--- src/design/fwcs_pkg.sv ---
// ----------------------------------------------------------------------------
// fwcs_pkg
// Types and constants shared by the coordinate queue and its cells.
// ----------------------------------------------------------------------------
`default_nettype none

package fwcs_pkg;

  localparam int COORD_W  = 32;
  localparam int OP_W     = 2;
  localparam int STATUS_W = 2;
  localparam int POS_W    = 4;
  localparam int OCC_W    = 5;

  typedef logic [COORD_W-1:0] coord_t;

  typedef enum logic [OP_W-1:0] {
    OP_ENQ    = 2'd0,
    OP_DEQ    = 2'd1,
    OP_SEARCH = 2'd2,
    OP_NOP    = 2'd3
  } op_t;

  typedef enum logic [STATUS_W-1:0] {
    ST_OK       = 2'd0,
    ST_EMPTY    = 2'd1,
    ST_FULL     = 2'd2,
    ST_NOTFOUND = 2'd3
  } status_t;

endpackage

`default_nettype wire

--- src/design/fwcs_in_if.sv ---
// ----------------------------------------------------------------------------
// fwcs_in_if
// Request channel of the coordinate queue: operation code and pair.
// ----------------------------------------------------------------------------
`default_nettype none

interface fwcs_in_if import fwcs_pkg::*; ();
  logic              valid;
  logic              ready;
  logic [OP_W-1:0]   operation;
  logic [COORD_W-1:0] x_coord;
  logic [COORD_W-1:0] y_coord;

  modport source (output valid, output operation, output x_coord, output y_coord,
                  input ready);
  modport sink (input valid, input operation, input x_coord, input y_coord,
                output ready);
endinterface

`default_nettype wire

--- src/design/fwcs_out_if.sv ---
// ----------------------------------------------------------------------------
// fwcs_out_if
// Response channel of the coordinate queue: status, pair, position, occupancy.
// ----------------------------------------------------------------------------
`default_nettype none

interface fwcs_out_if import fwcs_pkg::*; ();
  logic                valid;
  logic                ready;
  logic [STATUS_W-1:0] status;
  logic [COORD_W-1:0]  out_x;
  logic [COORD_W-1:0]  out_y;
  logic [POS_W-1:0]    position;
  logic [OCC_W-1:0]    occupancy;

  modport source (output valid, output status, output out_x, output out_y,
                  output position, output occupancy, input ready);
  modport sink (input valid, input status, input out_x, input out_y,
                input position, input occupancy, output ready);
endinterface

`default_nettype wire

--- src/design/fifo_with_coordinate_search.sv ---
// ----------------------------------------------------------------------------
// fifo_with_coordinate_search
// First-in first-out queue of coordinate pairs built as a shifting row of
// cells, with an associative search that reports the match nearest the head.
// Enqueue, dequeue and no-op: result registered in the cycle after the
// transaction, one transaction per cycle sustained while responses are taken.
// Search: no transaction is taken while the search is in progress; the cells
// register their compare first, and the first match is then encoded into the
// registered result.
// Reset (synchronous, active low) empties the queue and clears the output valid.
// ----------------------------------------------------------------------------
`default_nettype none

module fifo_with_coordinate_search import fwcs_pkg::*; #(
  parameter int QUEUE_DEPTH = 16
) (
  input  logic clk,
  input  logic rst_n,
  fwcs_in_if.sink    in_if,
  fwcs_out_if.source out_if
);

  localparam int CNT_W = $clog2(QUEUE_DEPTH + 1);

  typedef enum logic {S_IDLE, S_SEARCH} state_t;

  state_t            state_r;
  logic [CNT_W-1:0]  count_r;
  logic              out_valid_r;
  status_t           status_r;
  coord_t            out_x_r;
  coord_t            out_y_r;
  logic [POS_W-1:0]  position_r;
  logic [OCC_W-1:0]  occupancy_r;
  coord_t            key_x_r;
  coord_t            key_y_r;

  op_t               op;
  logic              accept;
  logic              full;
  logic              empty;
  logic              do_enq;
  logic              do_deq;
  logic              do_search;

  coord_t            cell_x [QUEUE_DEPTH];
  coord_t            cell_y [QUEUE_DEPTH];
  logic [QUEUE_DEPTH-1:0] match;
  logic              any_match;
  logic [POS_W-1:0]  first_pos;

  assign op        = op_t'(in_if.operation);
  assign in_if.ready = (state_r == S_IDLE) && (!out_valid_r || out_if.ready);
  assign accept    = in_if.valid && in_if.ready;
  assign full      = (count_r == CNT_W'(QUEUE_DEPTH));
  assign empty     = (count_r == '0);
  assign do_enq    = accept && (op == OP_ENQ) && !full;
  assign do_deq    = accept && (op == OP_DEQ) && !empty;
  assign do_search = accept && (op == OP_SEARCH);

  for (genvar i = 0; i < QUEUE_DEPTH; i++) begin : g_cell
    coord_t nx;
    coord_t ny;
    if (i == QUEUE_DEPTH - 1) begin : g_last
      assign nx = '0;
      assign ny = '0;
    end else begin : g_mid
      assign nx = cell_x[i+1];
      assign ny = cell_y[i+1];
    end
    fwcs_cell u_cell (
      .clk       (clk),
      .load_en   (do_enq && (count_r == CNT_W'(i))),
      .shift_en  (do_deq),
      .search_en (do_search),
      .occupied  (CNT_W'(i) < count_r),
      .load_x    (in_if.x_coord),
      .load_y    (in_if.y_coord),
      .next_x    (nx),
      .next_y    (ny),
      .x         (cell_x[i]),
      .y         (cell_y[i]),
      .match     (match[i])
    );
  end

  assign any_match = |match;

  always_comb begin
    int first;
    first = 0;
    for (int k = QUEUE_DEPTH - 1; k >= 0; k--) begin
      if (match[k]) begin
        first = k;
      end
    end
    first_pos = POS_W'(first);
  end

  always_ff @(posedge clk) begin
    if (!rst_n) begin
      state_r     <= S_IDLE;
      count_r     <= '0;
      out_valid_r <= 1'b0;
    end else begin
      if (out_valid_r && out_if.ready) begin
        out_valid_r <= 1'b0;
      end
      unique case (state_r)
        S_IDLE: begin
          if (accept) begin
            out_x_r    <= '0;
            out_y_r    <= '0;
            position_r <= '0;
            unique case (op)
              OP_ENQ: begin
                out_valid_r <= 1'b1;
                if (full) begin
                  status_r    <= ST_FULL;
                  occupancy_r <= OCC_W'(count_r);
                end else begin
                  status_r    <= ST_OK;
                  count_r     <= count_r + 1'b1;
                  occupancy_r <= OCC_W'(count_r + 1'b1);
                end
              end
              OP_DEQ: begin
                out_valid_r <= 1'b1;
                if (empty) begin
                  status_r    <= ST_EMPTY;
                  occupancy_r <= '0;
                end else begin
                  status_r    <= ST_OK;
                  out_x_r     <= cell_x[0];
                  out_y_r     <= cell_y[0];
                  count_r     <= count_r - 1'b1;
                  occupancy_r <= OCC_W'(count_r - 1'b1);
                end
              end
              OP_SEARCH: begin
                key_x_r <= in_if.x_coord;
                key_y_r <= in_if.y_coord;
                state_r <= S_SEARCH;
              end
              OP_NOP: begin
                out_valid_r <= 1'b1;
                status_r    <= ST_OK;
                occupancy_r <= OCC_W'(count_r);
              end
              default: begin
                out_valid_r <= 1'b1;
                status_r    <= ST_OK;
                occupancy_r <= OCC_W'(count_r);
              end
            endcase
          end
        end
        S_SEARCH: begin
          out_valid_r <= 1'b1;
          occupancy_r <= OCC_W'(count_r);
          state_r     <= S_IDLE;
          if (any_match) begin
            status_r   <= ST_OK;
            out_x_r    <= key_x_r;
            out_y_r    <= key_y_r;
            position_r <= first_pos;
          end else begin
            status_r   <= ST_NOTFOUND;
            out_x_r    <= '0;
            out_y_r    <= '0;
            position_r <= '0;
          end
        end
        default: begin
          state_r <= S_IDLE;
        end
      endcase
    end
  end

  assign out_if.valid     = out_valid_r;
  assign out_if.status    = status_r;
  assign out_if.out_x     = out_x_r;
  assign out_if.out_y     = out_y_r;
  assign out_if.position  = position_r;
  assign out_if.occupancy = occupancy_r;

  a_count_bound: assert property (@(posedge clk) disable iff (!rst_n)
    count_r <= CNT_W'(QUEUE_DEPTH))
    else $error("queue count exceeds depth");

  a_search_result: assert property (@(posedge clk) disable iff (!rst_n)
    state_r == S_SEARCH |=> out_valid_r && state_r == S_IDLE)
    else $error("search did not produce a result");

  a_no_accept_in_search: assert property (@(posedge clk) disable iff (!rst_n)
    state_r == S_SEARCH |-> !in_if.ready)
    else $error("transaction accepted during search");

  a_deq_count: assert property (@(posedge clk) disable iff (!rst_n)
    do_deq |=> count_r == $past(count_r) - 1'b1)
    else $error("dequeue did not lower the count");

endmodule

`default_nettype wire

--- src/design/fwcs_cell.sv ---
// ----------------------------------------------------------------------------
// fwcs_cell
// One queue slot: holds a pair, takes its neighbour's pair on a dequeue and
// registers whether it matches a search key.
// ----------------------------------------------------------------------------
`default_nettype none

module fwcs_cell import fwcs_pkg::*; (
  input  logic   clk,
  input  logic   load_en,
  input  logic   shift_en,
  input  logic   search_en,
  input  logic   occupied,
  input  coord_t load_x,
  input  coord_t load_y,
  input  coord_t next_x,
  input  coord_t next_y,
  output coord_t x,
  output coord_t y,
  output logic   match
);

  coord_t x_r;
  coord_t y_r;
  logic   match_r;

  always_ff @(posedge clk) begin
    if (load_en) begin
      x_r <= load_x;
      y_r <= load_y;
    end else if (shift_en) begin
      x_r <= next_x;
      y_r <= next_y;
    end
    if (search_en) begin
      match_r <= occupied && (x_r == load_x) && (y_r == load_y);
    end
  end

  assign x     = x_r;
  assign y     = y_r;
  assign match = match_r;

endmodule

`default_nettype wire

--- src/flat_wrapper.sv ---
// flat-port wrapper written by rule: the top's interface ports become plain ports
module fifo_with_coordinate_search_flat import fwcs_pkg::*;
#(
  parameter int QUEUE_DEPTH = 16
)
  (clk, rst_n, in_if_valid, in_if_operation, in_if_x_coord, in_if_y_coord, in_if_ready, out_if_valid, out_if_status, out_if_out_x, out_if_out_y, out_if_position, out_if_occupancy, out_if_ready);
  fwcs_in_if in_if_i ();
  fwcs_out_if out_if_i ();
  input  logic clk;
  input  logic rst_n;
  input wire logic [$bits(in_if_i.valid)-1:0] in_if_valid;
  input wire logic [$bits(in_if_i.operation)-1:0] in_if_operation;
  input wire logic [$bits(in_if_i.x_coord)-1:0] in_if_x_coord;
  input wire logic [$bits(in_if_i.y_coord)-1:0] in_if_y_coord;
  output wire logic [$bits(in_if_i.ready)-1:0] in_if_ready;
  output wire logic [$bits(out_if_i.valid)-1:0] out_if_valid;
  output wire logic [$bits(out_if_i.status)-1:0] out_if_status;
  output wire logic [$bits(out_if_i.out_x)-1:0] out_if_out_x;
  output wire logic [$bits(out_if_i.out_y)-1:0] out_if_out_y;
  output wire logic [$bits(out_if_i.position)-1:0] out_if_position;
  output wire logic [$bits(out_if_i.occupancy)-1:0] out_if_occupancy;
  input wire logic [$bits(out_if_i.ready)-1:0] out_if_ready;
  assign in_if_i.valid = in_if_valid;
  assign in_if_i.operation = in_if_operation;
  assign in_if_i.x_coord = in_if_x_coord;
  assign in_if_i.y_coord = in_if_y_coord;
  assign in_if_ready = in_if_i.ready;
  assign out_if_valid = out_if_i.valid;
  assign out_if_status = out_if_i.status;
  assign out_if_out_x = out_if_i.out_x;
  assign out_if_out_y = out_if_i.out_y;
  assign out_if_position = out_if_i.position;
  assign out_if_occupancy = out_if_i.occupancy;
  assign out_if_i.ready = out_if_ready;
  fifo_with_coordinate_search #(.QUEUE_DEPTH(QUEUE_DEPTH)) u_core (.clk(clk), .rst_n(rst_n), .in_if(in_if_i), .out_if(out_if_i));
endmodule
--- config.mk ---
export PLATFORM = sky130hd
export DESIGN_NAME = fifo_with_coordinate_search_flat
export DESIGN_NICKNAME = d
export VERILOG_FILES = /design/src/design/fwcs_pkg.sv /design/src/design/fwcs_in_if.sv /design/src/design/fwcs_out_if.sv /design/src/design/fifo_with_coordinate_search.sv /design/src/design/fwcs_cell.sv /design/src/flat_wrapper.sv
export SDC_FILE = /design/constraint.sdc
export NUM_CORES = 2
export LEC_CHECK = 0
export BUFFER_PORTS_ARGS = -buffer_cell sky130_fd_sc_hd__buf_2
export CORE_AREA = 2 2 364 637
export DETAILED_ROUTE_END_ITERATION = 7
export DIE_AREA = 0 0 366 639
export GPL_TIMING_DRIVEN = 0
export PLACE_DENSITY = 0.45
export REMOVE_ABC_BUFFERS = 1
export SYNTH_ARGS = -nofsm -noshare
export SYNTH_HDL_FRONTEND = slang
export SYNTH_HIERARCHICAL = 1
export SYNTH_SLANG_ARGS = --single-unit
--- constraint.sdc ---
create_clock -name clk -period 7.7 [get_ports clk]
set_input_delay 1.54 -clock clk [delete_from_list [all_inputs] [get_ports clk]]
set_output_delay 1.54 -clock clk [all_outputs]
set_load 0.005 [all_outputs]
# == Yosys cells after proc, flatten, opt, wreduce, memory -nomap -nowiden ==
# Index checks and enable logic that the tools add are counted.
# totals
reg_bits,1186
output_inout_bits,77
# classes
order_cmp,16
n_bitwise,1
eq_ne,54
add_sub_neg,2
reduce_logical,85
mux,112
# ops
cell,n
2-to-1 mux 32 bit,71
equality test 32 bit,32
case mux 32 bit (2 select lines),2
2-to-1 mux 4 bit,18
logical AND 1 bit,56
"equality test 5 x 4 -> 1 bit, second input constant",8
"less-than comparator 4 x 5 -> 1 bit, first input constant",8
nonzero test 2 bit,17
"equality test 5 x 3 -> 1 bit, second input constant",4
"less-than comparator 3 x 5 -> 1 bit, first input constant",4
2-to-1 mux 5 bit,4
case mux 5 bit (2 select lines),2
OR reduction 16 bit,1
case mux 5 bit (3 select lines),1
"equality test 5 x 2 -> 1 bit, second input constant",2
"less-than comparator 1 x 5 -> 1 bit, first input constant",2
"less-than comparator 2 x 5 -> 1 bit, first input constant",2
case mux 4 bit (2 select lines),1
AND reduction 4 bit,2
2-to-1 mux 1 bit,6
2-to-1 mux 2 bit,3
case mux 2 bit (3 select lines),1
"adder 5 x 1 -> 5 bit, second input constant",1
"equality test 5 x 1 -> 1 bit, second input constant",1
other kinds (17),21

# == Logic depth before layout (Yosys ltp) ==
# depth
depth_word,18
depth_mapped,9
ltp_nobuf,8

# == By module ==
# Netlist, hierarchy kept.
# modules_own_cells
module,cells_each,seq_area_each_um2,n_inst,area_each_um2
fwcs_cell,233,1951.9,16,3462.1
fifo_with_coordinate_search,409,4314.1,1,6115.9

# == Worst setup path before layout ==
# No wires, ideal clock.
# synth_timing
kind,input to register
start,in out_if_ready
end,reg u_core.occupancy_r[0] (netlist: u_core/out_if.occupancy[0]) (enable)
arrival_ps,5858
cell_stages,5
setup_time_ps,366
setup_slack_ps,1476
path_cell_list,nor2b_1 nor2_1 nand2_1 a21oi_1 nor2b_1
# synth_via
elab_chain_cells,5
# synth_lines
element,line_no,rtl
start: declaration,flat_wrapper.sv:22,input wire logic [$bits(out_if_i.ready)-1:0] out_if_ready;
logical OR 1 bit,fifo_with_coordinate_search.sv:53,assign in_if.ready = (state_r == S_IDLE) && (!out_valid_r || out_if.ready);
logical AND 1 bit,fifo_with_coordinate_search.sv:53,
via in_if_ready,flat_wrapper.sv:15,output wire logic [$bits(in_if_i.ready)-1:0] in_if_ready;
logical AND 1 bit,fifo_with_coordinate_search.sv:54,assign accept = in_if.valid && in_if.ready;
!= test 2 x 1 -> 1 bit (no line),-,
AND reduction 3 bit (no line),-,
end signal: assignment,fifo_with_coordinate_search.sv:120,occupancy_r <= OCC_W'(count_r);
end signal: assignment,fifo_with_coordinate_search.sv:124,occupancy_r <= OCC_W'(count_r + 1'b1);
end signal: assignment,fifo_with_coordinate_search.sv:137,occupancy_r <= OCC_W'(count_r - 1'b1);
end: declaration,fifo_with_coordinate_search.sv:34,logic [OCC_W-1:0] occupancy_r;
# The timed path passes the listed nets, and every way through them passes these cells.
# A chain may end at the register's enable or synchronous reset.

# == Final worst setup path ==
# layout_timing
start,in in_if_operation[0]
end,reg u_core.g_cell[5].u_cell.x_r[1] (data pin)
# layout_via
elab_chain_cells,5
# layout_lines
element,line_no,rtl
start: declaration,flat_wrapper.sv:12,input wire logic [$bits(in_if_i.operation)-1:0] in_if_operation;
logical NOT 2 bit,fifo_with_coordinate_search.sv:57,assign do_enq = accept && (op == OP_ENQ) && !full;
logical AND 1 bit (2 in series),fifo_with_coordinate_search.sv:57,
logical AND 1 bit,fifo_with_coordinate_search.sv:73,".load_en (do_enq && (count_r == CNT_W'(i))),"
2-to-1 mux 32 bit,fwcs_cell.sv:28,if (load_en) begin
end signal: assignment,fwcs_cell.sv:29,x_r <= load_x;
end signal: assignment,fwcs_cell.sv:32,x_r <= next_x;
end: declaration,fwcs_cell.sv:23,coord_t x_r;
# Every way passes these cells.

==> metrics.csv <==
stage,metric,value,unit
outcome,outcome,finished clean,
global_route,grt_first_pass_wirelength,210300,µm
synthesis,ys_types,57,
synthesis,synth_ff_type,edfxtp_1,
route,firstDrtPassIters,6,
hold_path,hold_class,reg2reg,
finish,layout-drive-gt1-share,33.79,%
worst_setup_path,end_kind,flip-flop,
clocking,postCtsSetupBuffers,0,
worst_setup_path,path_max_fanout,15,
timing,finClkSkew,0.03436,ns
worst_setup_path,max_stage_delay,0.80,ns
timing,maxSlewViolCount,0,
route,num_vias,33427,
clocking,clk_latency,0.71,ns
pwr,leakage,22.12,nW
timing,hold_ws,0.5310,ns
clocking,cts_tree,yes,
floorplanning,die_h,639,µm
synthesis,yosys_warnings,6,
pwr,combPwrFrac,7.0,%
finish,final_cell_mix,"edfxtp_1 (1179), mux2_2 (1024), xnor2_1 (465), xor2_1 (385), inv_1 (185)",
pwr,p_int,10.77,mW
floorplanning,die_w,366,µm
finish,fin_nets,4453,
clocking,cts_resized,0,
worst_setup_path,critPathTopFamily,simple AND/OR/NAND/NOR gates,
worst_setup_path,cp_slowest_cell,nor3_2,
timing,tightest_slew,1.192,ns
worst_setup_path,timing_worst_setup_path_type,in2reg,
timing,max_freq,0.2382,GHz
place,place_congestion,0.7435,
floorplanning,core,0.2291,mm²
worst_setup_path,startpoint_type,input pin,
synthesis,ys_seq_area_share,57.79,%
pwr,seq_power_share,52.4,%
pwr,power_frac_clock,40.5,%
clocking,cts_max_level,3,
route,wl,134700,µm
place,place_hpwl,98610,µm
clocking,cts_hold_buffers,0,
synthesis,ys_seq_elements,1186,
worst_setup_path,cp_num_buf_inv,4,
timing,setup_violations,0,
route,drt_iter0_drc,1567,
synthesis,synth-edff-count,1179,
worst_setup_path,critical_path_arrival,4.64,ns
finish,area_growth,14.51,%
global_route,grt_pass1_vias,36254,
timing,setup_ws,3.503,ns
global_route,grt_max_degree,66,
clocking,clkSinkCount,1186,
synthesis,postSynthAreaPerCell,14.87,µm²
job,timing.max_cap.violations,0,
worst_setup_path,cp-startpoint,in_if_operation[0],
finish,layout_commonest_cell,edfxtp_1,
place,pre_cts_ws,2.774,ns
worst_setup_path,path_cells,buf_2 > nor4_4 > nand3_1 > nor3_2 > buf_6 > buf_6 > buf_6 > mux2_2,
floorplanning,initial_core_util,26.84,%
worst_setup_path,timing.rr.start,u_core/state_r,
hold_path,worst_hold_startpoint,u_core/key_y_r[28],
clocking,clkSlewWorstSetupHoldPaths,0.06,ns
clocking,clockBufferDepth,3,
timing,slew_headroom,19.79,%
pwr,vdd_drop_max,215.1,µV
place,port-buffer-count,146,
clocking,cts-root-buf,clkbuf_16,
pwr,power_density,198.4,mW/mm²
route,final_antenna_net_count,0,
floorplanning,rows,233,
synthesis,synth_cells,4137,
synthesis,syn-cell-area,0.06151,mm²
worst_setup_path,crit_path_frequent_cell,buf_6,
timing,hold_viol,0,
worst_setup_path,required,8.14,ns
floorplanning,io_pins,147,
route,vias_per_cell,4.436,
timing,fin_crit,4.197,ns
global_route,antenna_found_initial,25,
timing,grt_setup_unrepaired,no,
pwr,switching_share,22.95,%
timing,period_share,54.51,%
global_route,grt_usage,11.29,%
route,drc,0,
route,wl_per_cell,17.88,µm
clocking,cts_buffers,113,
global_route,grt_overflow,0,
pwr,p_sw,3.207,mW
synthesis,synthArstFlopShare,0,%
floorplanning,die_area,0.2339,mm²
power groups by stage:
| stage | registers, mW | clock network, mW | logic (mW) |
|---|---|---|---|
| 2_1_floorplan | 7.46 | 0 | 0.579 |
| 3_3_place_gp | 7.48 | 0 | 0.962 |
| 3_5_place_dp | 7.47 | 0 | 0.997 |
| 4_1_cts | 7.33 | 5.92 | 1.00 |
| 5_1_grt | 7.34 | 6.09 | 1.10 |
| 6_report | 7.33 | 5.66 | 0.985 |
routing by layer:
metal / up-vias / global-route usage, % / routed length (µm)
li1: 16204 / - / -
met1: 16625 / 11.59 / 49690
met2: 403 / 22.91 / 76790
met3: 165 / 1.953 / 5027
met4: 30 / 3.098 / 2998
met5: - / 0 / 200
worst reg2reg max path, stage by stage, from the launching register on:
cell,delay [ns]
dfxtp_1,0.53
nor4_4,0.83
nand3_1,0.29
nor3_2,0.80
buf_6,0.27
buf_6,0.20
buf_6,0.19
mux2_2,0.36
cell type report:
cell class / instances / area [µm²]
Tap cell: 3055 / 3822
Timing Repair Buffer: 201 / 1734
Antenna cell: 6 / 15.01
Fill cell: 22693 / 158700
Clock inverter: 67 / 634.4
Clock buffer: 145 / 3019
Sequential cell: 1186 / 35540
Inverter: 185 / 694.4
Multi-Input combinational cell: 2691 / 24970
metrics by stage:
step	total power [mW]	area (µm²)	TNS, ns	std cells	utilization, %
final	13.98	70430	0	7536	30.74
after detailed placement	8.465	66760	0	7317	29.13
after global placement	8.438	65590	-1414.02	7263	28.62
after global routing	14.53	70420	0	7532	30.73
after CTS	14.25	70410	0	7529	30.73
after floorplan	8.035	61040	-71.98	4062	-
state kept, by name, indices dropped and copies added, names as in the netlist, 5 cells and up:
register	cells
u_core/g_cell.u_cell/x	512
u_core/g_cell.u_cell/y	512
u_core/key_x_r	32
u_core/key_y_r	32
u_core/out_if.out_x	32
u_core/out_if.out_y	32
u_core/g_cell.u_cell/match	16
u_core/count_r	5
u_core/out_if.occupancy	5
cells by family after synthesis:
logic type | synth area share (%)
and+or+nand+nor | 5.260
other | 0.006097
buffers and inverters | 2.280
muxes | 18.83
AOI/OAI and AO/OA | 3.633
adders and majority gates | 0.1017
xor gates and xnor gates | 12.10
DFF | 57.79
cell usage after synthesis, types with 26 or more instances:
cell	n	area, µm²
o21ai_0	26	130.1
o22ai_1	64	400.4
a221oi_1	48	420.4
nor4_2	83	1039
nand4_1	146	913.4
edfxtp_1	1179	35400
mux2_2	1024	11530
a22o_1	65	569.3
xor2_1	385	3372
nand3_1	38	190.2
inv_1	185	694.4
xnor2_1	465	4073
buf_2	121	605.6
o2bb2ai_1	32	280.3
nor4_1	66	412.9
worst paths after layout:
check,endpoint,slack (ns),cells past startpoint
min,u_core/out_if.out_y[28],0.53,1
max,u_core/g_cell[5].u_cell/x[1],3.50,8
min reg2reg,u_core/out_if.out_y[28],0.53,1
max reg2reg,u_core/g_cell[5].u_cell/x[1],3.96,7
(Power assumes the default switching activity.)
